`config.mk`:
```
export PLATFORM = sky130hd
export DESIGN_NAME = sckb_emit
export DESIGN_NICKNAME = d
export VERILOG_FILES = /design/src/sv/sckb_pkg.sv /design/src/sv/sckb_emit.sv
export SDC_FILE = /design/constraint.sdc
export NUM_CORES = 1
export LEC_CHECK = 0
export BUFFER_PORTS_ARGS = -buffer_cell sky130_fd_sc_hd__buf_2
export CAP_MARGIN = 20
export CELL_PAD_IN_SITES_DETAIL_PLACEMENT = 1
export CELL_PAD_IN_SITES_GLOBAL_PLACEMENT = 1
export CORE_MARGIN = 3
export CORE_UTILIZATION = 32
export CTS_CLUSTER_SIZE = 20
export DETAILED_ROUTE_END_ITERATION = 7
export GPL_ROUTABILITY_DRIVEN = 0
export PLACE_DENSITY = 0.88
export SETUP_SLACK_MARGIN = 0.5
export SYNTH_ARGS = -nofsm -noshare
export SYNTH_HDL_FRONTEND = slang
export SYNTH_SLANG_ARGS = --single-unit
export TNS_END_PERCENT = 30
```
`constraint.sdc`:
```
create_clock -name clk -period 2 [get_ports clk]
set_input_delay 0.3 -clock clk [delete_from_list [all_inputs] [get_ports clk]]
set_output_delay 0.3 -clock clk [all_outputs]
set_load 0.05 [all_outputs]
```
`src/sv/sckb_pkg.sv`:
```
// Shared constants, types and the key translation table for the scancode key buffer.
`default_nettype none

package sckb_pkg;

	// Character queue geometry.
	localparam int QUEUE_DEPTH = 4096;
	localparam int QADDR_W     = $clog2(QUEUE_DEPTH);
	localparam int QCNT_W      = $clog2(QUEUE_DEPTH + 1);

	localparam logic [QADDR_W:0]   QDEPTH_WRAP = (QADDR_W + 1)'(QUEUE_DEPTH);
	localparam logic [QADDR_W-1:0] QHEAD_LAST  = QADDR_W'(QUEUE_DEPTH - 1);
	localparam logic [QCNT_W-1:0]  QDEPTH_CNT  = QCNT_W'(QUEUE_DEPTH);

	// Request kinds.
	localparam logic KIND_SCAN = 1'b0;
	localparam logic KIND_READ = 1'b1;

	// Result kinds.
	localparam logic RK_ECHO = 1'b0;
	localparam logic RK_READ = 1'b1;

	// Scancodes with special handling.
	localparam logic [6:0] SC_LSHIFT = 7'd42;
	localparam logic [6:0] SC_RSHIFT = 7'd54;
	localparam logic [7:0] SC_CAPS   = 8'd58;
	localparam logic [7:0] SC_BKSP   = 8'd14;

	// Table offset of the shifted half.
	localparam logic [8:0] SHIFT_OFS = 9'd90;

	// Shift count limits.
	localparam logic signed [4:0] SHIFT_MAX = 5'sd8;
	localparam logic signed [4:0] SHIFT_MIN = -5'sd8;

	// Characters used by the backspace echo.
	localparam logic [7:0] CH_BS    = 8'h08;
	localparam logic [7:0] CH_SPACE = 8'h20;

	// One result as handed from the decode stage to the output stage.
	typedef struct packed {
		logic              load;
		logic              kind;
		logic [7:0]        chr;
		logic              rvalid;
		logic [QCNT_W-1:0] fill;
		logic              flushed;
		logic              triple;
	} sckb_load_t;

	// Set-1 translation table; the upper half holds the shifted characters.
	// Indices past the end of the table read zero.
	function automatic logic [7:0] rom_lookup(input logic [8:0] idx);
		logic [7:0] c;
		case (idx)
			9'd1:   c = 8'h1B;
			9'd2:   c = "1";
			9'd3:   c = "2";
			9'd4:   c = "3";
			9'd5:   c = "4";
			9'd6:   c = "5";
			9'd7:   c = "6";
			9'd8:   c = "7";
			9'd9:   c = "8";
			9'd10:  c = "9";
			9'd11:  c = "0";
			9'd12:  c = "-";
			9'd13:  c = "=";
			9'd14:  c = 8'h08;
			9'd15:  c = 8'h09;
			9'd16:  c = "q";
			9'd17:  c = "w";
			9'd18:  c = "e";
			9'd19:  c = "r";
			9'd20:  c = "t";
			9'd21:  c = "y";
			9'd22:  c = "u";
			9'd23:  c = "i";
			9'd24:  c = "o";
			9'd25:  c = "p";
			9'd26:  c = "[";
			9'd27:  c = "]";
			9'd28:  c = 8'h0A;
			9'd30:  c = "a";
			9'd31:  c = "s";
			9'd32:  c = "d";
			9'd33:  c = "f";
			9'd34:  c = "g";
			9'd35:  c = "h";
			9'd36:  c = "j";
			9'd37:  c = "k";
			9'd38:  c = "l";
			9'd39:  c = ";";
			9'd40:  c = 8'h27;
			9'd41:  c = 8'h60;
			9'd43:  c = 8'h5C;
			9'd44:  c = "z";
			9'd45:  c = "x";
			9'd46:  c = "c";
			9'd47:  c = "v";
			9'd48:  c = "b";
			9'd49:  c = "n";
			9'd50:  c = "m";
			9'd51:  c = ",";
			9'd52:  c = ".";
			9'd53:  c = "/";
			9'd55:  c = "*";
			9'd57:  c = " ";
			9'd74:  c = "-";
			9'd78:  c = "+";
			9'd91:  c = 8'h1B;
			9'd92:  c = "!";
			9'd93:  c = "@";
			9'd94:  c = "#";
			9'd95:  c = "$";
			9'd96:  c = "%";
			9'd97:  c = "^";
			9'd98:  c = "&";
			9'd99:  c = "*";
			9'd100: c = "(";
			9'd101: c = ")";
			9'd102: c = "_";
			9'd103: c = "+";
			9'd104: c = 8'h08;
			9'd105: c = 8'h09;
			9'd106: c = "Q";
			9'd107: c = "W";
			9'd108: c = "E";
			9'd109: c = "R";
			9'd110: c = "T";
			9'd111: c = "Y";
			9'd112: c = "U";
			9'd113: c = "I";
			9'd114: c = "O";
			9'd115: c = "P";
			9'd116: c = "{";
			9'd117: c = "}";
			9'd118: c = 8'h0A;
			9'd120: c = "A";
			9'd121: c = "S";
			9'd122: c = "D";
			9'd123: c = "F";
			9'd124: c = "G";
			9'd125: c = "H";
			9'd126: c = "J";
			9'd127: c = "K";
			9'd128: c = "L";
			9'd129: c = ":";
			9'd130: c = 8'h22;
			9'd131: c = "~";
			9'd133: c = "|";
			9'd134: c = "Z";
			9'd135: c = "X";
			9'd136: c = "C";
			9'd137: c = "V";
			9'd138: c = "B";
			9'd139: c = "N";
			9'd140: c = "M";
			9'd141: c = "<";
			9'd142: c = ">";
			9'd143: c = "?";
			9'd145: c = "*";
			9'd147: c = " ";
			9'd164: c = "-";
			9'd168: c = "+";
			default: c = 8'h00;
		endcase
		return c;
	endfunction

	// Reduce a queue position sum below the depth.
	function automatic logic [QADDR_W-1:0] q_wrap(input logic [QADDR_W:0] sum);
		logic [QADDR_W:0] r;
		r = (sum >= QDEPTH_WRAP) ? (sum - QDEPTH_WRAP) : sum;
		return r[QADDR_W-1:0];
	endfunction

endpackage

`default_nettype wire

```
`src/sv/sckb_emit.sv`:
```
// Result register that presents one result, or the three-beat backspace echo.
`default_nettype none

module sckb_emit import sckb_pkg::*; (
	input  wire logic              clk,
	input  wire logic              arst_n,
	input  wire sckb_load_t        ld,
	input  wire logic [7:0]        ram_rdata,
	output      logic              emit_free,
	output      logic              rsp_valid,
	input  wire logic              rsp_ready,
	output      logic              result_kind,
	output      logic [7:0]        char_value,
	output      logic              read_valid,
	output      logic [QCNT_W-1:0] fill_level,
	output      logic              flushed,
	output      logic              last
);

	logic              valid_s2;
	logic [1:0]        beat_q;
	logic              kind_s2;
	logic [7:0]        chr_s2;
	logic              rvalid_s2;
	logic [QCNT_W-1:0] fill_s2;
	logic              flushed_s2;
	logic              triple_s2;

	always_comb begin
		last        = !triple_s2 || (beat_q == 2'd2);
		emit_free   = !valid_s2 || (rsp_ready && last);
		rsp_valid   = valid_s2;
		result_kind = kind_s2;
		read_valid  = rvalid_s2;
		fill_level  = fill_s2;
		flushed     = flushed_s2;
		// Popped data arrives from the queue memory in the cycle after the pop.
		if (rvalid_s2) begin
			char_value = ram_rdata;
		end else if (beat_q == 2'd1) begin
			char_value = CH_SPACE;
		end else begin
			char_value = chr_s2;
		end
	end

	always_ff @(posedge clk or negedge arst_n) begin
		if (!arst_n) begin
			valid_s2 <= 1'b0;
			beat_q   <= '0;
		end else begin
			if (emit_free) begin
				valid_s2 <= ld.load;
				beat_q   <= '0;
			end else if (rsp_ready) begin
				beat_q <= beat_q + 2'd1;
			end
		end
	end

	always_ff @(posedge clk) begin
		if (emit_free && ld.load) begin
			kind_s2    <= ld.kind;
			chr_s2     <= ld.chr;
			rvalid_s2  <= ld.rvalid;
			fill_s2    <= ld.fill;
			flushed_s2 <= ld.flushed;
			triple_s2  <= ld.triple;
		end
	end

endmodule

`default_nettype wire

```
==> results.tsv <==
metric	value	unit
status	finished clean	
drt.antenna.violating_nets	0	
rsz0062_at_grt	yes	
port_buffers	63	
cts_htree_levels	1	
post_drt_wl_per_cell	14.6	um
path_cells	buf_6 -> ha_4 -> nand2b_4 -> a21bo_4 -> buf_8	
max_freq	549	MHz
initial_core_util	35.5	%
area_growth	60.9	%
cp_data_arrival_time	1520	ps
irDropWorstVdd	523	uV
synthCells	57	
layout_common_cells	buf_2, edfxtp_1, buf_4, buf_6, a22o_1	
clk_path_buf_depth	2	
syn-cell-area	1030	um2
finalHoldViolCount	0	
hpwlAfterDp	1860	um
synth_top_area_share	72.8	%
avgSynthCellArea	18.1	um2
synthDistinctLibCells	17	
fill_cells	307	
die_h	62.8	um
num_vias	779	
crit_path_max_fanout	2	
grt_overflow	0	
skew	3.11	ps
synth_top_area_cell	edfxtp_1	
avgViaCountPerCell	4.38	
ctsRootBufferMaster	clkbuf_4	
core_area	2900	um2
maxCapViolations	0	
antenna_found_initial	0	
grt_max_degree	26	
cts.clk_slew.worst_paths	130	ps
path_class	reg -> out	
hold_class	in -> reg	
wl	2610	um
firstDrtPassIters	3	
tightest_slew	317	ps
finalCriticalPeriod	1820	ps
ys_warn_count	0	
final_common_cell	buf_2	
ios	64	
die_x	62.8	um
crit_path_start_kind	flop	
fin_util	57.2	%
finalCritPeriodShare	91.0	%
nets	176	
cp_top_family	flip-flops	
drtIter0Drc	6	
cts_tree	yes	
crit_buf_inv	2	
clock_latency	320	ps
antennaDiodeCount	0	
numCtsBuffers	3	
power.leakage	0.719	nW
drc	0	
ys_seq_area_share	80.1	%
critical-path-max-stage-delay	430	ps
synthTopCellsByArea	edfxtp_1, dfrtp_1, a22o_1, ha_1, a21bo_4	
layout-drive-gt1-share	66.9	%
rows	19	
cts.sinks	28	
power.density	780	nW/um2
grt_pass1_vias	868	
dieArea	3940	um2
grtUsageTotal	12.9	%
cp_slowest_cell	dfrtp_1	
setup_viol	0	
critPathCaptureType	primary output	
synth_seq_cells	28	
synth.net_count	96	
grt_first_pass_wirelength	3860	um
critical_path_required	1700	ps
slew_headroom	78.9	%
final_max_slew_viol_count	0	
tns	0	ps
-- final cells by class --
class                      instances  area [um2]  share of cell area, %
clock buffer                       3        22.5                   1.36
clock inverter                     1        3.75                  0.226
inverter                           3        11.3                  0.679
multi-input combinational         27         264                   15.9
sequential                        28         827                   49.8
tap                               42        52.6                   3.17
timing repair buffer              74         478                   28.8
-- Yosys cell counts (all sizes together) --
master / number
inv: 3
nand2: 2
a21bo: 1
o21ai: 2
nor3: 2
buf: 1
a22o: 6
dfrtp: 3
ha: 2
o21a: 2
edfxtp: 25
nor2: 4
nand2b: 3
and2: 1
-- where the power goes --
| part | total, mW | internal, mW | switching, mW |
|---|---|---|---|
| clock network | 0.223 | 0.0733 | 0.150 |
| registers | 0.697 | 0.679 | 0.0183 |
| logic | 0.373 | 0.148 | 0.226 |
-- cell families (layout without fill, tap and decap cells) --
group                      Yosys count  after routing  share of synthesized area, %
DFF                                 28             28                          80.1
adders and majority gates            2              2                          2.43
AOI/OAI and AO/OA                   11             11                          9.10
buffers and inverters                4             81                          1.58
and+or+nand+nor                     12             14                          6.80
-- through the flow --
stage,setup WS (ps),hold WS [ps],power (mW),cell area (um2),std cells
floorplan,279,4.41,0.912,1060,57
global placement,410,97.4,0.987,1420,161
detailed placement,390,103,0.996,1420,161
CTS,184,122,1.30,1630,175
global route,124,117,1.35,1660,178
finish,180,140,1.29,1660,178
-- worst reg2reg max path: cells and delay by family (launching register included) --
family	cells	cell delay, ps
flip-flops	1	430
AND/OR/NAND/NOR	2	400
AO/OA/AOI/OAI	1	220
buffers and inverters	2	270
adder cells (fa/ha/maj)	1	140
-- repair_timing --
| item | CTS | global route |
|---|---|---|
| hold endpoints to repair | 3 | 0 |
| hold buffers | 1 | 0 |
| resized for setup | 31 | 3 |
| buffers inserted | 9 | 1 |
| gates cloned | 0 | 2 |
| pin swaps | 8 | 6 |
| setup endpoints to repair | 36 | 38 |
-- sequential cells by signal, summed over array words and instances, names as in the netlist --
signal	count
fill_level	13
chr_s2	8
beat_q	2
flushed	1
read_valid	1
result_kind	1
rsp_valid	1
triple_s2	1
-- metal layers --
layer / wire length [um] / global-route usage [%] / vias to the layer above
met2: 1300 / 22.4 / 47
met5: 0 / 0 / -
met1: 889 / 12.3 / 355
met3: 341 / 6.12 / 5
met4: 75 / 7.44 / 0
li1: - / - / 372
-- worst paths after layout --
check | from | end | slack [ps] | cells past startpoint
setup / recovery | beat_q[1] | emit_free | 180 | 5
hold / removal | ld[13] | fill_level[11] | 140 | 1
setup reg to reg | beat_q[1] | chr_s2[0] | 280 | 6
hold reg to reg | rsp_valid | beat_q[1] | 560 | 1
max in group asynchronous | arst_n | beat_q[0] | 1580 | 2
min in group asynchronous | arst_n | beat_q[1] | 300 | 2
Note: power is estimated with default switching activity, not from simulation.
