**src/sv/sckb_pkg.sv**
```systemverilog
// Shared constants, types and the key translation table for the scancode key buffer.
`default_nettype none

package sckb_pkg;

	// Character queue geometry.
	localparam int QUEUE_DEPTH = 4096;
	localparam int QADDR_W     = $clog2(QUEUE_DEPTH);
	localparam int QCNT_W      = $clog2(QUEUE_DEPTH + 1);

	localparam logic [QADDR_W:0]   QDEPTH_WRAP = (QADDR_W + 1)'(QUEUE_DEPTH);
	localparam logic [QADDR_W-1:0] QHEAD_LAST  = QADDR_W'(QUEUE_DEPTH - 1);
	localparam logic [QCNT_W-1:0]  QDEPTH_CNT  = QCNT_W'(QUEUE_DEPTH);

	// Request kinds.
	localparam logic KIND_SCAN = 1'b0;
	localparam logic KIND_READ = 1'b1;

	// Result kinds.
	localparam logic RK_ECHO = 1'b0;
	localparam logic RK_READ = 1'b1;

	// Scancodes with special handling.
	localparam logic [6:0] SC_LSHIFT = 7'd42;
	localparam logic [6:0] SC_RSHIFT = 7'd54;
	localparam logic [7:0] SC_CAPS   = 8'd58;
	localparam logic [7:0] SC_BKSP   = 8'd14;

	// Table offset of the shifted half.
	localparam logic [8:0] SHIFT_OFS = 9'd90;

	// Shift count limits.
	localparam logic signed [4:0] SHIFT_MAX = 5'sd8;
	localparam logic signed [4:0] SHIFT_MIN = -5'sd8;

	// Characters used by the backspace echo.
	localparam logic [7:0] CH_BS    = 8'h08;
	localparam logic [7:0] CH_SPACE = 8'h20;

	// One result as handed from the decode stage to the output stage.
	typedef struct packed {
		logic              load;
		logic              kind;
		logic [7:0]        chr;
		logic              rvalid;
		logic [QCNT_W-1:0] fill;
		logic              flushed;
		logic              triple;
	} sckb_load_t;

	// Set-1 translation table; the upper half holds the shifted characters.
	// Indices past the end of the table read zero.
	function automatic logic [7:0] rom_lookup(input logic [8:0] idx);
		logic [7:0] c;
		case (idx)
			9'd1:   c = 8'h1B;
			9'd2:   c = "1";
			9'd3:   c = "2";
			9'd4:   c = "3";
			9'd5:   c = "4";
			9'd6:   c = "5";
			9'd7:   c = "6";
			9'd8:   c = "7";
			9'd9:   c = "8";
			9'd10:  c = "9";
			9'd11:  c = "0";
			9'd12:  c = "-";
			9'd13:  c = "=";
			9'd14:  c = 8'h08;
			9'd15:  c = 8'h09;
			9'd16:  c = "q";
			9'd17:  c = "w";
			9'd18:  c = "e";
			9'd19:  c = "r";
			9'd20:  c = "t";
			9'd21:  c = "y";
			9'd22:  c = "u";
			9'd23:  c = "i";
			9'd24:  c = "o";
			9'd25:  c = "p";
			9'd26:  c = "[";
			9'd27:  c = "]";
			9'd28:  c = 8'h0A;
			9'd30:  c = "a";
			9'd31:  c = "s";
			9'd32:  c = "d";
			9'd33:  c = "f";
			9'd34:  c = "g";
			9'd35:  c = "h";
			9'd36:  c = "j";
			9'd37:  c = "k";
			9'd38:  c = "l";
			9'd39:  c = ";";
			9'd40:  c = 8'h27;
			9'd41:  c = 8'h60;
			9'd43:  c = 8'h5C;
			9'd44:  c = "z";
			9'd45:  c = "x";
			9'd46:  c = "c";
			9'd47:  c = "v";
			9'd48:  c = "b";
			9'd49:  c = "n";
			9'd50:  c = "m";
			9'd51:  c = ",";
			9'd52:  c = ".";
			9'd53:  c = "/";
			9'd55:  c = "*";
			9'd57:  c = " ";
			9'd74:  c = "-";
			9'd78:  c = "+";
			9'd91:  c = 8'h1B;
			9'd92:  c = "!";
			9'd93:  c = "@";
			9'd94:  c = "#";
			9'd95:  c = "$";
			9'd96:  c = "%";
			9'd97:  c = "^";
			9'd98:  c = "&";
			9'd99:  c = "*";
			9'd100: c = "(";
			9'd101: c = ")";
			9'd102: c = "_";
			9'd103: c = "+";
			9'd104: c = 8'h08;
			9'd105: c = 8'h09;
			9'd106: c = "Q";
			9'd107: c = "W";
			9'd108: c = "E";
			9'd109: c = "R";
			9'd110: c = "T";
			9'd111: c = "Y";
			9'd112: c = "U";
			9'd113: c = "I";
			9'd114: c = "O";
			9'd115: c = "P";
			9'd116: c = "{";
			9'd117: c = "}";
			9'd118: c = 8'h0A;
			9'd120: c = "A";
			9'd121: c = "S";
			9'd122: c = "D";
			9'd123: c = "F";
			9'd124: c = "G";
			9'd125: c = "H";
			9'd126: c = "J";
			9'd127: c = "K";
			9'd128: c = "L";
			9'd129: c = ":";
			9'd130: c = 8'h22;
			9'd131: c = "~";
			9'd133: c = "|";
			9'd134: c = "Z";
			9'd135: c = "X";
			9'd136: c = "C";
			9'd137: c = "V";
			9'd138: c = "B";
			9'd139: c = "N";
			9'd140: c = "M";
			9'd141: c = "<";
			9'd142: c = ">";
			9'd143: c = "?";
			9'd145: c = "*";
			9'd147: c = " ";
			9'd164: c = "-";
			9'd168: c = "+";
			default: c = 8'h00;
		endcase
		return c;
	endfunction

	// Reduce a queue position sum below the depth.
	function automatic logic [QADDR_W-1:0] q_wrap(input logic [QADDR_W:0] sum);
		logic [QADDR_W:0] r;
		r = (sum >= QDEPTH_WRAP) ? (sum - QDEPTH_WRAP) : sum;
		return r[QADDR_W-1:0];
	endfunction

endpackage

`default_nettype wire

```
**src/sv/sckb_core.sv**
```systemverilog
// Request register, key decode, shift and caps state, and queue pointer control.
`default_nettype none

module sckb_core import sckb_pkg::*; (
	input  wire logic               clk,
	input  wire logic               arst_n,
	input  wire logic               req_valid,
	output      logic               req_ready,
	input  wire logic               kind,
	input  wire logic [7:0]         scan_code,
	input  wire logic               emit_free,
	output      sckb_load_t         ld,
	output      logic               ram_we,
	output      logic [QADDR_W-1:0] ram_waddr,
	output      logic [7:0]         ram_wdata,
	output      logic               ram_re,
	output      logic [QADDR_W-1:0] ram_raddr
);

	logic              valid_s1;
	logic              kind_s1;
	logic [7:0]        code_s1;

	logic signed [4:0] shift_q;
	logic              caps_q;
	logic [QADDR_W-1:0] head_q;
	logic [QCNT_W-1:0]  count_q;

	logic is_read, is_rel, is_shift_key, is_caps, is_bs, is_char;
	logic has_result, go, push, pop, full;
	logic shift_up, shift_dn;
	logic [8:0]        rom_idx;
	logic [7:0]        push_char;
	logic [QCNT_W-1:0] count_inc, count_d;
	logic [QADDR_W-1:0] head_d, head_inc;
	logic signed [4:0] shift_d;

	always_comb begin
		is_read      = (kind_s1 == KIND_READ);
		is_rel       = code_s1[7];
		is_shift_key = (code_s1[6:0] == SC_LSHIFT) || (code_s1[6:0] == SC_RSHIFT);
		is_caps      = !is_read && (code_s1 == SC_CAPS);
		is_bs        = !is_read && (code_s1 == SC_BKSP);
		is_char      = !is_read && !is_rel && !is_shift_key && !is_caps && !is_bs;
		has_result   = is_read || is_bs || is_char;
		go           = valid_s1 && (!has_result || emit_free);
		req_ready    = !valid_s1 || go;

		// Shift keys on press and release; caps lock moves the count with its toggle.
		shift_up = !is_read && ((!is_rel && is_shift_key) || (is_caps && !caps_q));
		shift_dn = !is_read && ((is_rel && is_shift_key) || (is_caps && caps_q));
		shift_d  = shift_q;
		if (shift_up && (shift_q != SHIFT_MAX)) begin
			shift_d = shift_q + 5'sd1;
		end else if (shift_dn && (shift_q != SHIFT_MIN)) begin
			shift_d = shift_q - 5'sd1;
		end

		rom_idx   = {1'b0, code_s1} + (((!shift_q[4]) && (shift_q[3:0] != 4'd0)) ?
			SHIFT_OFS : 9'd0);
		push_char = is_bs ? CH_BS : rom_lookup(rom_idx);

		push      = is_bs || is_char;
		pop       = is_read && (count_q != '0);
		count_inc = count_q + QCNT_W'(1);
		full      = (count_inc == QDEPTH_CNT);
		head_inc  = (head_q == QHEAD_LAST) ? '0 : head_q + QADDR_W'(1);

		head_d  = head_q;
		count_d = count_q;
		if (push) begin
			count_d = full ? '0 : count_inc;
			head_d  = full ? '0 : head_q;
		end else if (pop) begin
			count_d = count_q - QCNT_W'(1);
			head_d  = head_inc;
		end

		ram_we    = go && push;
		ram_waddr = q_wrap({1'b0, head_q} + {1'b0, count_q[QADDR_W-1:0]});
		ram_wdata = push_char;
		ram_re    = go && pop;
		ram_raddr = head_q;

		ld.load    = go && has_result;
		ld.kind    = is_read ? RK_READ : RK_ECHO;
		ld.chr     = is_read ? 8'h00 : push_char;
		ld.rvalid  = pop;
		ld.fill    = count_d;
		ld.flushed = push && full;
		ld.triple  = is_bs;
	end

	always_ff @(posedge clk or negedge arst_n) begin
		if (!arst_n) begin
			valid_s1 <= 1'b0;
			shift_q  <= '0;
			caps_q   <= 1'b0;
			head_q   <= '0;
			count_q  <= '0;
		end else begin
			if (req_ready) begin
				valid_s1 <= req_valid;
			end
			if (go) begin
				shift_q <= shift_d;
				head_q  <= head_d;
				count_q <= count_d;
				if (is_caps) begin
					caps_q <= !caps_q;
				end
			end
		end
	end

	always_ff @(posedge clk) begin
		if (req_ready && req_valid) begin
			kind_s1 <= kind;
			code_s1 <= scan_code;
		end
	end

endmodule

`default_nettype wire

```
**config.mk**
```make
export PLATFORM = sky130hd
export DESIGN_NAME = sckb_core
export DESIGN_NICKNAME = d
export VERILOG_FILES = /design/src/sv/sckb_pkg.sv /design/src/sv/sckb_core.sv
export SDC_FILE = /design/constraint.sdc
export NUM_CORES = 1
export LEC_CHECK = 0
export BUFFER_PORTS_ARGS = -buffer_cell sky130_fd_sc_hd__buf_2
export CAP_MARGIN = 20
export CELL_PAD_IN_SITES_DETAIL_PLACEMENT = 1
export CELL_PAD_IN_SITES_GLOBAL_PLACEMENT = 1
export CORE_MARGIN = 1
export CORE_UTILIZATION = 25
export CTS_BUF_LIST = sky130_fd_sc_hd__clkbuf_8
export DETAILED_ROUTE_END_ITERATION = 10
export HOLD_SLACK_MARGIN = 0.02
export PLACE_DENSITY = 0.63
export REMOVE_ABC_BUFFERS = 1
export SLEW_MARGIN = 20
export SYNTH_ARGS = -nofsm -noshare
export SYNTH_HDL_FRONTEND = slang
export SYNTH_SLANG_ARGS = --single-unit
```
**constraint.sdc**
```tcl
create_clock -name clk -period 3.4 [get_ports clk]
set_input_delay 0.34 -clock clk [delete_from_list [all_inputs] [get_ports clk]]
set_output_delay 0.34 -clock clk [all_outputs]
set_load 0.01 [all_outputs]
```
==> run metrics, run 1 <==
num rows 52; CP Data Required Time 3060 ps; Mapped Area 0.00532 mm^2; status finished with violations; Seq/Total Area, Yosys 20.1%; area grow syn2layout 45.1%; Worst Skew 7.77 ps; # nets final 931; final wirelength 23.8 mm; setup slack, reg-to-reg 170 ps; hold_buf cts 0; async set-reset flop share out of synthesis 78.0%; Worst-path clk slew 90 ps; Yosys top cell area share 15.1%; max cap viols 0; Tot Pwr 3.47 mW; Die H 148 um; RSZ-0062 raised after global routing true; ANT nets after route 0; Die Wd 148 um; M1 GR Usage 26.4%; top-count cell post-synth nand2_1; Slowest Stage Delay on Critical Path 400 ps; top post-synthesis cells by count nand2_1, nor2_1, o21ai_0, a21oi_1; pins over their slew limit 0; GRT met3 Usage 3.24%; Slew headroom 45.2%; initial antenna violation count 2; CP startpoint kind flip-flop; CTS buffer count 5; worst skew pair latency 310 ps; crit path kind flip-flop to output pin; # H-tree levels 2; most common flop cell mapped by yosys dfrtp_1; Pre-antenna DRT Iters 5; crit path cell chain nor3_2 > a21oi_2 > buf_4 > ha_4 > nand4_1 > a21bo_4 > xnor2_4 > nor3_4 > nand4b_1 > a221oi_2 > buf_4 > nor2b_1 > buf_2; EDFF count, synth 9; clock sinks 41; ranking of synthesized cells by area dfrtp_1, ha_1, edfxtp_1, nand2_1, nor2_1; CP max-delay cell dfrtp_1; Via density 5.65; Tcrit/Tclk final 111%; synthesized instance count 706; largest fanout on the critical path 5; power per standard cell area 450 mW/mm^2; DRC viols 0; synth unique cells 79; final number of setup-violating endpoints 14; HPWL after DPL 16.6 mm; Design Area, Final 0.00772 mm^2; I/O Pins 74; syn avg cell area 7.53 um^2; Max VDD drop 407 uV; dpl cell area 0.00660 mm^2; PortBufs 71; first-pass GRT wire length 36.3 mm; total number of vias 6523; Core ar. 0.0206 mm^2; Synth area leader dfrtp_1; Slew @ Worst Pin 823 ps; #FFs+latches synth 41; failing checks negative setup slack; GRT Max-Usage Layer met2; Placer Congestion 0.917; Die ar. 0.0219 mm^2; grt ovf 0; DR WL/cell 20.6 um; FMAX 0.265 GHz; vias in the first global route 6424; GRT Total Usage 21.2%; CTS root buf clkbuf_8; Lkg Pwr 3.20 nW; drt first-iter violations 513; WP data arrival 3430 ps; Final min period 3770 ps; Layout fillers 2521; Yosys warning count 0; Setup WS post-layout -372 ps; share of cells above drive strength 1 37.8%; CTS tree yes; Place WS -464 ps; area of the multi-input gates 0.00448 mm^2; Final Hold Viols 0; CP dominant cell by count buf_4; CTS max path bufs 2; largest net degree at the start of global routing 33; M2 GR Usage 36.4%; CP endpoint kind output pin; Storage cell area 0.00108 mm^2; Starting Density 25.9%; HP Class primary input to asynchronous set/reset pin
kinds of logic after synthesis:
| kind of cell | Yosys count | share of synthesized area, % |
|---|---|---|
| AO/OA/AOI/OAI | 212 | 27.1 |
| XOR/XNOR | 40 | 6.87 |
| multiplexers | 18 | 4.42 |
| adder cells (fa/ha/maj) | 37 | 8.99 |
| other | 1 | 0.0705 |
| buffers and inverters | 77 | 6.40 |
| flip-flops | 41 | 20.1 |
| AND/OR/NAND/NOR | 280 | 26.0 |
metal layers:
layer  share of wire, %  vias to the layer above
li1                   -                     2994
met1                 42                     3209
met2                 49                      256
met3                5.7                       64
met4                3.5                        0
met5                  0                        -
worst paths after layout:
check,from,end,cells past startpoint
min,arst_n,count_q[10],1
max in group asynchronous,arst_n,count_q[0],1
max,shift_q[1],ram_wdata[4],13
min reg2reg,count_q[11],count_q[11],1
max reg2reg,shift_q[0],shift_q[4],20
min in group clk,scan_code[7],code_s1[7],1
cell type report:
class | count | share of cell area, %
antenna | 2 | 0.0649
clock buffer | 5 | 0.892
clock inverter | 3 | 0.276
inverter | 26 | 1.26
multi-input combinational | 590 | 58.1
sequential | 41 | 13.9
tap | 270 | 4.38
timing repair buffer | 217 | 21.1
power breakdown:
group	total, mW	internal, mW	switching, mW
sequential	0.761	0.575	0.186
combinational	2.37	1.09	1.27
clock	0.346	0.146	0.200
sequential cells by signal (all words and copies together) (netlist names):
signal,cells
count_q,13
ram_raddr,12
code_s1,8
shift_q,5
caps_q,1
is_read,1
valid_s1,1
per-stage QoR:
stage | util [%] | TNS (ps) | hold slack [ps] | std cells
finish | 37.5 | -4560 | 120 | 1154
global route | 37.5 | -6470 | 174 | 1153
CTS | 35.5 | -2510 | 147 | 1138
detailed placement | 32.1 | -2510 | 492 | 1101
global placement | 32.1 | -1230 | 474 | 1101
floorplan | - | -7110 | 44.4 | 656
critical path: cells and delay by family, from the launching register on:
family	cells	cell delay [ps]
compound gates	3	830
xor+xnor	1	150
fa+ha+maj	1	290
buf+inv	3	460
flops	1	400
simple gates	5	990
cells in the final DEF (no fill, tap or decap), types with 11 or more instances in the layout:
cell type,n
a21oi_1,30
a31oi_1,20
buf_2,71
buf_4,124
buf_6,13
dfrtp_1,28
ha_1,25
inv_1,25
nand2_1,67
nand3_1,31
nor2_1,62
nor3_1,22
o21ai_0,39
xnor2_1,24
xor2_1,11
repair_timing:
item                       in CTS  in global routing
gates resized for setup        74                 60
pin swaps                      35                 33
cloned                          3                  2
setup endpoints to repair      17                 22
buffers inserted               26                 12
(Power assumes the default switching activity.)
==> inputs of run 2 (changes only) <==
SETUP_SLACK_MARGIN = 0.05   (was default)
==> run 2 against run 1 <==
- the flow still finishes with violations (negative setup slack)
- sequential power about the same
- non-clock buffer count up 2
- clock skew about the same
- clock power about the same
- via count down 0.11%
- largest cell class unchanged
==> run metrics, run 2 (synthesized netlist as in run 1, its figures left out) <==
status finished with violations; failing checks negative setup slack; CTS tree yes; Setup WS post-layout -378 ps; Slew headroom 45.0%; Lkg Pwr 3.23 nW; # H-tree levels 2; Placer Congestion 0.917; Core ar. 0.0206 mm^2; PortBufs 71; Tcrit/Tclk final 111%; initial antenna violation count 2; Die ar. 0.0219 mm^2; ANT nets after route 0; met2 WL post-DR 11.8 mm; CP Data Required Time 3060 ps; I/O Pins 74; hold_buf cts 0; Slew @ Worst Pin 825 ps; CP startpoint kind flip-flop; DR WL/cell 20.6 um; CTS buffer count 5; largest net degree at the start of global routing 33; Largest Register count_q; Worst Reg-to-Reg Cells 19; Worst-path clk slew 90 ps; Design Area, Final 0.00774 mm^2; RSZ-0062 raised after global routing true; num rows 52; drt first-iter violations 439; metal3 WL 1.31 mm; final number of setup-violating endpoints 14; HP Class primary input to asynchronous set/reset pin; Final min period 3780 ps; dpl cell area 0.00660 mm^2; Max VDD drop 407 uV; CTS max path bufs 2; total number of vias 6516; share of cells above drive strength 1 37.9%; Starting Density 25.9%; area grow syn2layout 45.5%; Setup crit start shift_q[1]; placed insts 1101; Die Wd 148 um; pins over their slew limit 0; commonest non-fill, non-tap cell in the layout buf_4; clock sinks 41; power per standard cell area 449 mW/mm^2; # nets final 933; grt ovf 0; M1 WL 10.0 mm; FMAX 0.265 GHz; largest fanout on the critical path 5; FF-to-FF Start shift_q[0]; commonest non-fill, non-tap cells in the layout buf_4, buf_2, nand2_1; crit path kind flip-flop to output pin; Worst Skew 7.28 ps; worst skew pair latency 310 ps; vias in the first global route 6424; setup slack, reg-to-reg 290 ps; Layout Cells excl Fill 1156; reg-to-reg endpoint shift_q[4]; CTS root buf clkbuf_8; GRT Total Usage 21.2%; final wirelength 23.8 mm; Min Hold Slack 120 ps; Die H 148 um; DRC viols 0; Final Hold Viols 0; Top Metal Used met4; max reg flops 13; first-pass GRT wire length 36.3 mm; CP endpoint kind output pin; Pre-antenna DRT Iters 5; WP data arrival 3440 ps; Core Util, Final 37.7%; HPWL after DPL 16.6 mm; max cap viols 0; Via density 5.64
==> run 2: how the worst max path moves through the flow <==
stage | endpoint | slack, ps | cells after the start
global placement | ld[20] | -480 | 13
global route | ld[19] | -510 | 12
CTS | ld[20] | -290 | 13
floorplan | ld[19] | -600 | 11
detailed placement | ld[20] | -460 | 13
finish | ram_wdata[4] | -380 | 13
==> run 2: layout make-up <==
class                           instances  area (um^2)
Fill cell                            2523        12800
Tap cell                              270          338
Antenna cell                            2         5.00
Inverter                               26         97.6
Multi-Input combinational cell        590         4490
Clock buffer                            5         68.8
Sequential cell                        41         1080
Clock inverter                          3         21.3
Timing Repair Buffer                  219         1640
==> run 2: metrics by stage <==
step | worst slack (ps) | setup TNS (ps) | total power [mW]
floorplan | -603 | -7110 | 1.82
global placement | -480 | -1230 | 2.63
detailed placement | -464 | -2510 | 2.65
CTS | -285 | -2510 | 3.25
global route | -506 | -6480 | 3.70
finish | -378 | -4580 | 3.47
==> run 2: per-layer routing <==
metal	global-route usage, %	vias to the layer above
met3	3.24	60
met2	36.4	243
met1	26.4	3209
met4	8.30	0
met5	0	-
li1	-	3004
==> run 2: worst max-delay path, cell delays in order, from the launching register on <==
cell      delay (ps)
dfrtp_1          400
nor3_2           250
a21oi_2          130
buf_4            170
ha_4             290
nand4_1          270
a21bo_4          340
xnor2_4          160
nor3_4           190
nand4b_1         180
a221oi_2         350
buf_4            160
nor2b_1          110
buf_2            130
==> run 2: timing repair <==
item,4_1_cts,5_1_grt
pin swaps,35,39
endpoints found under the setup margin,19,23
cloned,3,2
buffers inserted,26,15
resized for setup,74,62
==> run 2: where the power goes <==
part | switching (mW) | leakage [nW] | internal, mW
combinational | 1.28 | 2.71 | 1.09
clock | 0.200 | 0.0446 | 0.146
sequential | 0.183 | 0.474 | 0.575
==> inputs of run 3 (changes only) <==
CAP_MARGIN = default   (was 20)
REMOVE_ABC_BUFFERS = default   (was 1)
==> run 3 against run 2 <==
- the run still ends with negative setup slack left
- cell count is 1.8% lower
- combinational power shrank 6%
- clock skew up 3.5 ps
- worst hold slack worse by 13 ps
- global-route usage fell by 0.88 points
- power down 4.5%
- die area unchanged
- final area is 2.3% lower
- register-to-register slack gained 30 ps
- wire length down 7.6%
- utilization fell by 0.88 points
- sequential share of layout area is 0.35 points higher
==> run metrics, run 3 (synthesized netlist as in run 1, its figures left out) <==
num rows 52; Worst Skew 10.7 ps; HP Class primary input to asynchronous set/reset pin; area grow syn2layout 42.1%; CTS tree yes; drt first-iter violations 397; Worst-path clk slew 90 ps; initial antenna violation count 1; Slew @ Worst Pin 878 ps; max cap viols 0; final wirelength 22.0 mm; CP endpoint kind output pin; DRC viols 0; clock sinks 41; commonest non-fill, non-tap cell in the layout buf_4; CP startpoint kind flip-flop; Core Util, Final 36.8%; vias in the first global route 6233; CTS buffer count 5; first-pass GRT wire length 35.3 mm; FMAX 0.276 GHz; WP data arrival 3280 ps; Die H 148 um; Final min period 3620 ps; total number of vias 6263; Die ar. 0.0219 mm^2; share of cells above drive strength 1 36.5%; Tcrit/Tclk final 107%; PortBufs 71; DR WL/cell 19.4 um; power per standard cell area 439 mW/mm^2; Setup WS post-layout -223 ps; Slew headroom 41.4%; pins over their slew limit 0; setup slack, reg-to-reg 320 ps; Layout Cells excl Fill 1135; failing checks negative setup slack; GRT Total Usage 20.3%; CTS root buf clkbuf_8; sequential share of power 22.1%; switching pwr 1.56 mW; HPWL after DPL 16.3 mm; Die Wd 148 um; FF-to-FF Start code_s1[2]; RSZ-0062 raised after global routing true; largest fanout on the critical path 11; placed insts 1103; clock group share of total power 10.9%; max reg flops 13; Via density 5.52; Core ar. 0.0206 mm^2; Max VDD drop 291 uV; Layout fillers 2522; combinational fraction of design power 67.0%; status finished with violations; Worst Reg-to-Reg Cells 11; worst skew pair latency 300 ps; CTS max path bufs 2; reg-to-reg endpoint shift_q[4]; CP Data Required Time 3060 ps; Lkg Pwr 3.12 nW; Starting Density 25.9%; hold_buf cts 0; grt ovf 0; internal power 1.76 mW; Sw Ratio 46.9%; final number of setup-violating endpoints 14; # H-tree levels 2; # nets final 913; ANT nets after route 0; commonest non-fill, non-tap cells in the layout buf_4, buf_2, nand2_1; crit path kind flip-flop to output pin; Pre-antenna DRT Iters 5; Final Hold Viols 0; Min Hold Slack 107 ps; largest net degree at the start of global routing 33; Largest Register count_q; I/O Pins 74; Placer Congestion 0.904
-- run 3: repair_timing --
action	in CTS	in global routing
setup buffers	15	6
endpoints found under the setup margin	15	24
pin swaps	18	19
resized for setup	103	30
cloned	3	0
-- run 3: critical path, stage by stage, from the launching register on --
cell	delay (ps)
dfrtp_1	420
nor3_4	270
a21oi_4	140
ha_4	250
a311o_1	400
and3_4	250
buf_12	170
mux2i_4	190
a221oi_2	250
o211ai_1	160
and3_4	220
nor3_2	100
buf_2	150
-- run 3: how the worst max path moves through the flow --
| stage | from | endpoint | cells past startpoint |
|---|---|---|---|
| finish | shift_q[2] | ld[19] | 12 |
| CTS | shift_q[0] | ld[16] | 13 |
| global placement | shift_q[1] | ld[20] | 12 |
| detailed placement | shift_q[1] | ld[20] | 12 |
| floorplan | shift_q[1] | ld[18] | 11 |
| global route | shift_q[2] | ld[19] | 12 |
-- run 3: area by class of cell --
cell class | instances | area [um^2] | area share, %
well taps | 270 | 338 | 4.47
clock inverters | 2 | 12.5 | 0.166
clock buffers | 6 | 82.6 | 1.09
multi-input cells | 590 | 4430 | 58.6
diodes | 1 | 2.50 | 0.0331
repair buffers | 199 | 1520 | 20.1
inverters | 26 | 97.6 | 1.29
flip-flops and latches | 41 | 1080 | 14.3
-- run 3: power by group through the flow --
stage                     clock (mW)  combinational [mW]  sequential (mW)
after floorplan                    0                1.20            0.673
after global placement             0                1.88            0.737
after detailed placement           0                1.89            0.737
after CTS                      0.371                2.14            0.731
after global routing           0.383                2.41            0.753
final                          0.361                2.22            0.733
-- run 3: per-layer routing --
layer / GRT usage [%] / vias up / wire, um
met5: 0 / - / 0
met4: 4.23 / 0 / 323
met3: 2.16 / 35 / 1120
met2: 33.5 / 219 / 10400
met1: 28.3 / 3064 / 10200
li1: - / 2945 / -
-- run 3: stage by stage --
step / cell area [um^2] / TNS, ps / power (mW) / setup slack, ps
final: 7560 / -2140 / 3.32 / -223
after global placement: 6670 / -1350 / 2.61 / -287
after detailed placement: 6670 / -1960 / 2.62 / -291
after floorplan: 5330 / 0 / 1.87 / 105
after CTS: 7410 / -1110 / 3.24 / -129
after global routing: 7560 / -3820 / 3.55 / -333
